==> config.mk <==
export PLATFORM = sky130hd
export DESIGN_NAME = ffha_ctrl
export DESIGN_NICKNAME = d
export VERILOG_FILES = /design/src/ffha_pkg.sv /design/src/ffha_ctrl.sv
export SDC_FILE = /design/constraint.sdc
export NUM_CORES = 1
export LEC_CHECK = 0
export BUFFER_PORTS_ARGS = -buffer_cell sky130_fd_sc_hd__buf_2
export CELL_PAD_IN_SITES_DETAIL_PLACEMENT = 1
export CELL_PAD_IN_SITES_GLOBAL_PLACEMENT = 2
export CORE_UTILIZATION = 34
export DETAILED_ROUTE_END_ITERATION = 8
export PLACE_DENSITY_LB_ADDON = 0.1
export REMOVE_ABC_BUFFERS = 1
export SYNTH_ARGS = -nofsm -noshare
export SYNTH_HDL_FRONTEND = slang
export SYNTH_SLANG_ARGS = --single-unit
==> constraint.sdc <==
create_clock -name clk -period 2.8 [get_ports clk]
set_clock_uncertainty 0.1 [all_clocks]
set_input_delay 0.14 -clock clk [delete_from_list [all_inputs] [get_ports clk]]
set_output_delay 0.14 -clock clk [all_outputs]
set_load 0.005 [all_outputs]
==> src/ffha_pkg.sv <==
// ---------------------------------------------------------------------------
// ffha_pkg: shared definitions for the first-fit heap allocator
// Constants, tag and status codes, datapath commands and status bundles.
// ---------------------------------------------------------------------------
package ffha_pkg;

	localparam int unsigned HEAP_GRANULES  = 8192;
	localparam int unsigned PAGE_BYTES     = 4096;
	localparam int unsigned GRANULE_BYTES  = 8;
	localparam int unsigned HEADER_BYTES   = 24;
	localparam int unsigned MAX_PAGES      = 16;
	localparam int unsigned DEFAULT_PAGES  = 16;
	localparam int unsigned RESET_PAGES    = 16;

	localparam int unsigned HDR_GR         = HEADER_BYTES / GRANULE_BYTES;
	localparam int unsigned GRAN_SHIFT     = $clog2(GRANULE_BYTES);
	localparam int unsigned PAGE_GRANULES  = PAGE_BYTES / GRANULE_BYTES;

	localparam int unsigned PAGES_W        = 5;
	localparam int unsigned SIZE_W         = 16;
	localparam int unsigned OFFSET_W       = 16;
	localparam int unsigned STATUS_W       = 3;
	localparam int unsigned TAG_W          = 2;

	localparam logic MODE_ALLOC = 1'b0;
	localparam logic MODE_FREE  = 1'b1;

	typedef enum logic [TAG_W-1:0] {
		TAG_NONE  = 2'd0,
		TAG_FREE  = 2'd1,
		TAG_ALLOC = 2'd2
	} tag_t;

	typedef enum logic [STATUS_W-1:0] {
		ST_OK        = 3'd0,
		ST_NO_FIT    = 3'd1,
		ST_ZERO_SIZE = 3'd2,
		ST_BAD_RANGE = 3'd3,
		ST_BAD_FREE  = 3'd4
	} status_t;

	typedef enum logic [4:0] {
		CMD_NONE     = 5'd0,
		CMD_CLEAR    = 5'd1,
		CMD_INIT     = 5'd2,
		CMD_LOAD     = 5'd3,
		CMD_A_START  = 5'd4,
		CMD_RD_CUR   = 5'd5,
		CMD_A_STEP   = 5'd6,
		CMD_A_HIT    = 5'd7,
		CMD_A_WSPLIT = 5'd8,
		CMD_A_WCUR   = 5'd9,
		CMD_A_LINK   = 5'd10,
		CMD_RD_BLK   = 5'd11,
		CMD_F_MARK   = 5'd12,
		CMD_F_STEP   = 5'd13,
		CMD_F_HIT    = 5'd14,
		CMD_F_WBLK   = 5'd15,
		CMD_F_WPREV  = 5'd16
	} cmd_t;

	typedef struct packed {
		cmd_t    op;
		logic    out_load;
		status_t code;
	} ctl_t;

	typedef struct packed {
		logic is_alloc;
		logic zero_size;
		logic bad_range;
		logic cur_nil;
		logic fits;
		logic split;
		logic tag_alloc;
		logic cur_below_blk;
		logic clear_done;
		logic out_busy;
	} dp_stat_t;

endpackage

==> src/ffha_ctrl.sv <==
// ---------------------------------------------------------------------------
// ffha_ctrl: allocator sequencer
// Steps allocate and free requests through the datapath, at most one command a cycle.
// ---------------------------------------------------------------------------
module ffha_ctrl (
	input  logic               clk,
	input  logic               arst_n,
	input  logic               cfg_we,
	input  logic               in_valid,
	output logic               in_stall,
	input  ffha_pkg::dp_stat_t stat,
	output ffha_pkg::ctl_t     ctl
);

	typedef enum logic [15:0] {
		S_CLEAR    = 16'h0001,
		S_INIT     = 16'h0002,
		S_IDLE     = 16'h0004,
		S_DECODE   = 16'h0008,
		S_A_RD     = 16'h0010,
		S_A_EVAL   = 16'h0020,
		S_A_WSPLIT = 16'h0040,
		S_A_WCUR   = 16'h0080,
		S_A_LINK   = 16'h0100,
		S_F_TAG    = 16'h0200,
		S_F_WALK   = 16'h0400,
		S_F_WEVAL  = 16'h0800,
		S_F_CEVAL  = 16'h1000,
		S_F_WBLK   = 16'h2000,
		S_F_WPREV  = 16'h4000,
		S_RESP     = 16'h8000
	} state_t;

	state_t            state_q, state_d;
	ffha_pkg::status_t code_q, code_d;

	assign in_stall = (state_q != S_IDLE);

	always_comb begin
		state_d      = state_q;
		code_d       = code_q;
		ctl.op       = ffha_pkg::CMD_NONE;
		ctl.out_load = 1'b0;
		ctl.code     = code_q;
		unique case (state_q)
			S_CLEAR: begin
				ctl.op = ffha_pkg::CMD_CLEAR;
				if (stat.clear_done) begin
					state_d = S_INIT;
				end
			end
			S_INIT: begin
				ctl.op  = ffha_pkg::CMD_INIT;
				state_d = S_IDLE;
			end
			S_IDLE: begin
				if (in_valid) begin
					ctl.op  = ffha_pkg::CMD_LOAD;
					state_d = S_DECODE;
				end
			end
			S_DECODE: begin
				if (stat.is_alloc) begin
					if (stat.zero_size) begin
						code_d  = ffha_pkg::ST_ZERO_SIZE;
						state_d = S_RESP;
					end else begin
						ctl.op  = ffha_pkg::CMD_A_START;
						state_d = S_A_RD;
					end
				end else if (stat.bad_range) begin
					code_d  = ffha_pkg::ST_BAD_RANGE;
					state_d = S_RESP;
				end else begin
					ctl.op  = ffha_pkg::CMD_RD_BLK;
					state_d = S_F_TAG;
				end
			end
			S_A_RD: begin
				if (stat.cur_nil) begin
					code_d  = ffha_pkg::ST_NO_FIT;
					state_d = S_RESP;
				end else begin
					ctl.op  = ffha_pkg::CMD_RD_CUR;
					state_d = S_A_EVAL;
				end
			end
			S_A_EVAL: begin
				if (stat.fits) begin
					ctl.op  = ffha_pkg::CMD_A_HIT;
					state_d = S_A_WSPLIT;
				end else begin
					ctl.op  = ffha_pkg::CMD_A_STEP;
					state_d = S_A_RD;
				end
			end
			S_A_WSPLIT: begin
				if (stat.split) begin
					ctl.op = ffha_pkg::CMD_A_WSPLIT;
				end
				state_d = S_A_WCUR;
			end
			S_A_WCUR: begin
				ctl.op  = ffha_pkg::CMD_A_WCUR;
				state_d = S_A_LINK;
			end
			S_A_LINK: begin
				ctl.op  = ffha_pkg::CMD_A_LINK;
				code_d  = ffha_pkg::ST_OK;
				state_d = S_RESP;
			end
			S_F_TAG: begin
				if (stat.tag_alloc) begin
					ctl.op  = ffha_pkg::CMD_F_MARK;
					state_d = S_F_WALK;
				end else begin
					code_d  = ffha_pkg::ST_BAD_FREE;
					state_d = S_RESP;
				end
			end
			S_F_WALK: begin
				if (stat.cur_nil) begin
					state_d = S_F_WBLK;
				end else begin
					ctl.op  = ffha_pkg::CMD_RD_CUR;
					state_d = stat.cur_below_blk ? S_F_WEVAL : S_F_CEVAL;
				end
			end
			S_F_WEVAL: begin
				ctl.op  = ffha_pkg::CMD_F_STEP;
				state_d = S_F_WALK;
			end
			S_F_CEVAL: begin
				ctl.op  = ffha_pkg::CMD_F_HIT;
				state_d = S_F_WBLK;
			end
			S_F_WBLK: begin
				ctl.op  = ffha_pkg::CMD_F_WBLK;
				state_d = S_F_WPREV;
			end
			S_F_WPREV: begin
				ctl.op  = ffha_pkg::CMD_F_WPREV;
				code_d  = ffha_pkg::ST_OK;
				state_d = S_RESP;
			end
			S_RESP: begin
				if (!stat.out_busy) begin
					ctl.out_load = 1'b1;
					state_d      = S_IDLE;
				end
			end
			default: state_d = S_CLEAR;
		endcase
		if (cfg_we) begin
			state_d = S_CLEAR;
		end
	end

	always_ff @(posedge clk or negedge arst_n) begin
		if (!arst_n) begin
			state_q <= S_CLEAR;
			code_q  <= ffha_pkg::ST_OK;
		end else begin
			state_q <= state_d;
			code_q  <= code_d;
		end
	end

`ifndef SYNTH
	a_cfg_restarts: assert property (@(posedge clk) disable iff (!arst_n)
		cfg_we |=> (state_q == S_CLEAR))
		else $error("register write did not restart the heap clear");

	a_clear_to_init: assert property (@(posedge clk) disable iff (!arst_n)
		(state_q == S_CLEAR && stat.clear_done && !cfg_we) |=> (state_q == S_INIT))
		else $error("heap clear did not finish with init");

	a_accept_decodes: assert property (@(posedge clk) disable iff (!arst_n)
		(in_valid && !in_stall && !cfg_we) |=> (state_q == S_DECODE))
		else $error("accepted request was not decoded");
`endif

endmodule

* Yosys cells after proc, flatten, opt, wreduce, memory -nomap -nowiden
Cells that the tools add are included.
W data, S select, Z words.
** Word-level totals
- Word-level logic and storage cells :: 61
- Input port bits :: 14
- Output and inout bits :: 10
- Register bits :: 19
** Operators by class
- Eq/ne operators :: 24
- Reduce and logical (&&, ||, !) cells :: 5
- Multiplexer cells :: 30
** Operators with widths (number)
- $pmux W16 S15 :: 1
- $mux W16 :: 9
- $pmux W5 S14 :: 1
- $mux W3 :: 7
- $eq A16 B1 Y1 const B :: 1
- $eq A16 B10 Y1 const B :: 1
- $eq A16 B11 Y1 const B :: 1
- $eq A16 B12 Y1 const B :: 1
- $eq A16 B13 Y1 const B :: 1
- $eq A16 B14 Y1 const B :: 1
- $eq A16 B15 Y1 const B :: 1
- $eq A16 B16 Y1 const B :: 1
- $eq A16 B2 Y1 const B :: 1
- $eq A16 B3 Y1 const B :: 1
- $eq A16 B4 Y1 const B :: 1
- $eq A16 B5 Y1 const B :: 1
- $eq A16 B6 Y1 const B :: 1
- $eq A16 B7 Y1 const B :: 1
- $eq A16 B8 Y1 const B :: 1
- $eq A16 B9 Y1 const B :: 1
- $ne A16 B3 Y1 const B :: 1
- $ne A3 B3 Y1 const B :: 5
- $mux W14 :: 1
- $mux W13 :: 1
- other kinds (11) :: 17

* Depth between registers and ports, before layout
Gate-level depths: netlist (run 1).
- Word-level depth :: 4
- Mapped depth :: 8
- Depth with buffers taken out :: 6

* Worst setup path after synthesis (run 1)
OpenSTA, ideal clock, no wires.
- Kind :: register to output
- From :: register state_q[9]
- To :: output ctl[4] (netlist name)
- Data required time :: 2.560 ns
- Path buffers :: 1
- Cell stages (with the launch flop) :: 8
- Setup slack :: 0.665 ns
- Arrival time :: 1.895 ns
- Path through :: dfrtp_1 > buf_6 > nor4_2 > nand4_1 > or3b_1 > o21ai_0 > nand3b_1 > or4b_1
** RTL lines
- start, declared :: line ffha_ctrl.sv:34 : state_t state_q, state_d;
- start signal, assigned :: line ffha_ctrl.sv:164 : state_q <= state_d;
- end, declared :: line ffha_ctrl.sv:12 : output ffha_pkg::ctl_t ctl

==> results of run 1 <==
-- flip-flops by register name, summed over array words and instances, names as in the netlist --
| name | flops |
|---|---|
| code_q | 3 |
| state_q | 16 |
-- cell usage in the layout (no fill, tap or decap), types with 2 or more instances in the layout --
master,instances
buf_2,23
nand2_1,10
xnor2_1,3
and4_1,2
nand3b_1,3
nor4_1,7
dlygate4sd3_1,3
nor2_1,18
or4b_2,2
nor3_1,10
nor2b_1,2
or3_1,2
nor3b_1,4
dfrtp_1,18
buf_4,5
a21oi_1,7
mux2i_1,2
or4_4,3
clkbuf_8,3
nand3_1,7
nor4_2,3
nor4b_1,8
nand4_1,9
o21ai_0,5
-- logic make-up after synthesis --
| group | synth area share (%) |
|---|---|
| xor+xnor | 2.40 |
| buf+inv | 7.72 |
| mux | 2.14 |
| flops | 32.7 |
| simple gates | 43.0 |
| compound gates | 12.1 |
-- stage by stage --
| stage | total power, mW | setup slack [ps] | hold WS, ps | utilization [%] | cell area [um2] |
|---|---|---|---|---|---|
| global placement | 0.399 | 365 | 21.3 | 38.6 | 1570 |
| CTS | 0.609 | 68.6 | 8.31 | 40.5 | 1650 |
| finish | 0.603 | 214 | 9.40 | 40.6 | 1650 |
| floorplan | 0.351 | 370 | -256 | - | 1350 |
| detailed placement | 0.400 | 318 | 22.1 | 38.6 | 1570 |
| global route | 0.633 | 81.4 | 23.3 | 40.6 | 1650 |
-- cell type report --
class	instances	area [um2]
inverters	1	3.75
repair buffers	31	183
flip-flops and latches	19	477
multi-input cells	132	877
fillers	510	2410
clock buffers	3	41.3
clock inverters	1	5.00
well taps	50	62.6
-- worst reg2reg max path, cell delays in order, from the launching register on --
cell	delay, ps
dfstp_2	660
nor4_2	80
buf_4	180
and4_1	230
a211oi_2	280
o2111ai_1	160
nor4bb_1	430
a311o_1	190
-- final timing paths --
path | endpoint | slack (ps)
worst max register to register | state_q[0] | 430
min in group asynchronous | state_q[10] | 250
worst max-delay path | ctl[6] | 210
worst min register to register | code_q[2] | 430
worst min-delay path | state_q[12] | 9
max in group asynchronous | state_q[0] | 2010
-- power by group --
part | internal, mW | total [mW] | switching [mW]
logic | 0.0453 | 0.106 | 0.0608
clock network | 0.0993 | 0.202 | 0.103
registers | 0.282 | 0.295 | 0.0128
-- metal layers --
metal / wire length, um / part of all wire, % / GRT usage [%] / vias to the layer above
met5: 0 / 0 / 0 / -
met4: 76 / 1.6 / 8.24 / 0
met3: 109 / 2.3 / 2.20 / 7
met2: 2300 / 49 / 36.9 / 36
met1: 2210 / 47 / 31.2 / 709
li1: - / - / - / 689
-- timing repair --
item	CTS	global route
gates resized for setup	1	2
hold endpoints to repair	20	0
setup endpoints to repair	1	1
hold buffers	3	0
buffers inserted	0	0
==> metrics.txt, run 1 <==
unrepaired setup endpoints after global routing=no; WL per Instance=19.8 um; largest net degree at the start of global routing=20; Min-Delay Path Depth=2; antenna viol nets, final=0; Sink Count=19; CP Class=reg2out; Synth-to-Final Area Change=13.0%; Worst setup EP type=output pin; GRT Overall Usage=22.8%; row count=23; via count=1441; DP Wirelength=3520 um; n_diodes=0; Initial DRC Count=69; CP max FO=15; Max rail drop VDD=0.000100 V; top cell type's share of synthesized area=30.9%; Die ar.=0.00456 mm2; Data required, critical path=2560 ps; Post-synth top cells=dfrtp_1, nor2_1, nand2_1, nor3_1, nand4_1; final net count=202; Critical Path Source Type=register; status=finished, final reports clean; Vias per Instance=6.08; Static Leak=0.709 nW; ys async rst share=100%; Achievable Freq=387 MHz; drt drc=0; I/O pins=24; Routed WL=4700 um; initial antenna violation count=0; vias in the first global route=1393; Warnings, synthesis=0; Reg clk slew, reported paths=80 ps; Setup TNS Final=0 ps; Worst R2R Start=state_q[0]; placed cell count=230; Final Slew Violations=0; Root Driver=clkbuf_8; clk_lat worst skew=270 ps; port buffer count=23; FF+latch count, synth=19; power density over the cells=366 mW/mm2; clock buffer depth=2; buffers and inverters on the worst path=2; Worst Setup SP=state_q[12]; Slowest Stage Delay on Critical Path=610 ps; first-pass GRT wire length=7570 um; Gate Count Post-Synth=164; final setup fails=0; CTS tree=yes; first drt pass iteration count=4; Hold Startpoint=stat[6]; critical path data arrival time=2350 ps; Num CTS Buffers=3; measured slew at the worst slew-check pin=709 ps; Synth Flop Type=dfrtp_1; Yosys cell types=50; mapped cell area=0.00146 mm2; Synth area leader=dfrtp_1; Synth area leaders=dfrtp_1, nor4b_1, nor2_1; Syn Area/Cell=8.90 um2; Max-Cap Viols=0; Placer Congestion=0.853; worst-path cell chain=nor4_2 > buf_4 > nand3_1 > nor4_1 > or4_1 > buf_2; Tmin final=2590 ps; crit path max-delay cell type=nor4_1; Core ar.=0.00406 mm2; Post-synth EDFFs=0; R2R depth=7; Starting Density=36.0%; Worst path depth=6; final hold vios=0; non-filler cells, final=237; part of the cycle the worst path needs=92.4%; Hold Crit Class=in2reg; CP top delay family=simple AND/OR/NAND/NOR gates; CTS H-tree depth=1; Die X=67.5 um; layout cells sized above 1=26.2%; post-synthesis sequential area ratio=32.7%; grt ovf=0; slew margin rel.=52.3%; DIE HEIGHT=67.5 um
Power figures use the tool's default switching activity.
==> run 2, diff against run 1 <==
--- a/config.mk
+++ b/config.mk
@@ -10,7 +10,7 @@
 export CELL_PAD_IN_SITES_GLOBAL_PLACEMENT = 2
 export CORE_UTILIZATION = 34
 export DETAILED_ROUTE_END_ITERATION = 8
-export PLACE_DENSITY_LB_ADDON = 0.1
+export PLACE_DENSITY = 0.91
 export REMOVE_ABC_BUFFERS = 1
 export SYNTH_ARGS = -nofsm -noshare
 export SYNTH_HDL_FRONTEND = slang
==> run 2 against run 1 <==
  * Register-to-register slack lost 110 ps
  * Fmax shrank 1.2%
  * Cell area grew 1.3%
  * Clock power grew 2%
  * Utilization grew 0.52 points
  * Sequential cell count is the same
  * Hold slack gained 11 ps
  * Largest cell class unchanged
  * Non-clock buffer count grew 1
  * Setup slack lost 32 ps
  * Critical endpoint unchanged
  * Via count grew 2.5%
==> metrics.txt, run 2 (synthesized netlist as in run 1, its figures left out) <==
status=finished, final reports clean; row count=23 (unchanged); unrepaired setup endpoints after global routing=no; Max rail drop VDD=0.000196 V (+96%); Hold Crit Class=in2reg; buffers and inverters on the worst path=1 (-1); Sink Count=19 (unchanged); first-pass GRT wire length=7420 um (-1.9%); Max-Cap Viols=0 (unchanged); antenna viol nets, final=0 (unchanged); Post-CTS Setup Inserts=0 (unchanged); top flop regs=state_q: 16 flops, code_q: 3 flops; clk_lat worst skew=270 ps (about the same); vias in the first global route=1528 (+9.7%); CTS tree=yes; Critical Path Source Type=register; Core ar.=0.00406 mm2 (unchanged); Worst Setup EP=ctl[6]; Multi-input gate area=886 um2 (+1.0%); Vias per Instance=6.21 (+2.1%); Achievable Freq=382 MHz (-1.2%); layout cells sized above 1=26.1% (-0.14 points); leading cell type in the layout, fill and taps excluded=buf_2; I/O pins=24 (unchanged); Worst path depth=5 (-1); WL per Instance=19.6 um (-1.2%); DP Wirelength=3520 um (+0.13%); post-route design area=0.00167 mm2 (+1.3%); port buffer count=23 (unchanged); FILL cells=489 (-4.1%); part of the cycle the worst path needs=93.5% (+1.1 points); final hold vios=0 (unchanged); Placer Congestion=0.847 (-0.71%); first drt pass iteration count=4 (unchanged); Die ar.=0.00456 mm2 (unchanged); drt drc=0 (unchanged); Sequential Area=477 um2 (unchanged); worst-path cell chain=nor4b_1 > nand4_1 > nor3b_1 > or4_1 > buf_2; GRT Overall Usage=22.7% (-0.12 points); CP Class=reg2out; initial antenna violation count=0 (unchanged); crit path max-delay cell type=nor4b_1; clock buffer depth=2 (unchanged); DIE HEIGHT=67.5 um (unchanged); Final Slew Violations=0 (unchanged); Tmin final=2620 ps (+31.7 ps); Starting Density=36.0% (unchanged); Initial DRC Count=66 (-4.3%); n_diodes=0 (unchanged); final net count=203 (+0.50%); largest register by flop count=state_q; measured slew at the worst slew-check pin=642 ps (-67.2 ps); via count=1477 (+2.5%); Worst Setup SP=state_q[2]; Critical R2R Capture=state_q[9]; critical path data arrival time=2380 ps (+30 ps); largest net degree at the start of global routing=20 (unchanged); final setup fails=0 (unchanged); final hold slack=20.5 ps (+11.1 ps); Routed WL=4660 um (-0.75%); grt ovf=0 (unchanged); Setup TNS Final=0 ps (unchanged); Worst R2R Start=state_q[2]; Synth-to-Final Area Change=14.5%; power density over the cells=366 mW/mm2 (about the same); Worst setup EP type=output pin; CTS H-tree depth=1 (unchanged); Static Leak=0.718 nW (+1.3%); commonest non-fill, non-tap cells in the layout=buf_2, nor2_1, dfrtp_1; CP max FO=11 (-4); Root Driver=clkbuf_8; Data required, critical path=2560 ps (about the same); max reg flops=16 (unchanged); slew margin rel.=56.6% (+4.3 points); R2R depth=4 (-3); r2r setup slk=320 ps (-110 ps); Area after DPL=0.00157 mm2 (unchanged); Slowest Stage Delay on Critical Path=610 ps (about the same); Reg clk slew, reported paths=80 ps (about the same); Die X=67.5 um (unchanged); CP top delay family=simple AND/OR/NAND/NOR gates; Num CTS Buffers=3 (unchanged)
## run 2: changes by cell type in the layout (fill, tap and decap cells not counted), sizes merged
cell and delta:
dlygate4sd3 +1, clkinv -1, clkinvlp +1
## run 2: what timing repair did
action                                 in CTS  in global routing
setup endpoints to repair                   0                  1
endpoints found under the hold margin      20                  0
gates resized for setup                     0                  3
hold buffers                                4                  0
## run 2: report_power, final
part	internal (mW)	switching, mW
logic	0.0453	0.0633
clock network	0.101	0.107
registers	0.282	0.0127
## run 2: final cells by class
cell class / instances / share of cell area [%]
Multi-Input combinational cell: 132 / 53.0
Sequential cell: 19 / 28.5
Timing Repair Buffer: 32 / 11.5
Tap cell: 50 / 3.75
Clock buffer: 3 / 2.47
Clock inverter: 1 / 0.449
Inverter: 1 / 0.225
## run 2: worst min path at each step
stage,end,depth (start not counted),slack [ps],start
after floorplan,code_q[0],0,-260,arst_n
after detailed placement,state_q[3],1,20,arst_n
after CTS,state_q[12],2,9,stat[6]
after global placement,state_q[1],1,10,arst_n
final,state_q[12],2,20,stat[6]
after global routing,state_q[5],2,10,stat[6]
## run 2: metrics by stage
| step | total power, mW | instances | worst slack [ps] | utilization (%) |
|---|---|---|---|---|
| after floorplan | 0.351 | 152 | 370 | - |
| after global placement | 0.399 | 230 | 395 | 38.6 |
| after detailed placement | 0.403 | 230 | 324 | 38.6 |
| after CTS | 0.615 | 238 | 104 | 40.8 |
| after global routing | 0.639 | 238 | 13.7 | 41.2 |
| final | 0.611 | 238 | 182 | 41.2 |
## run 2: layer usage
layer	part of all wire (%)	global-route usage (%)
met5	0	0
met4	3.0	12.5
met3	3.9	4.22
met2	47	35.4
met1	46	29.2
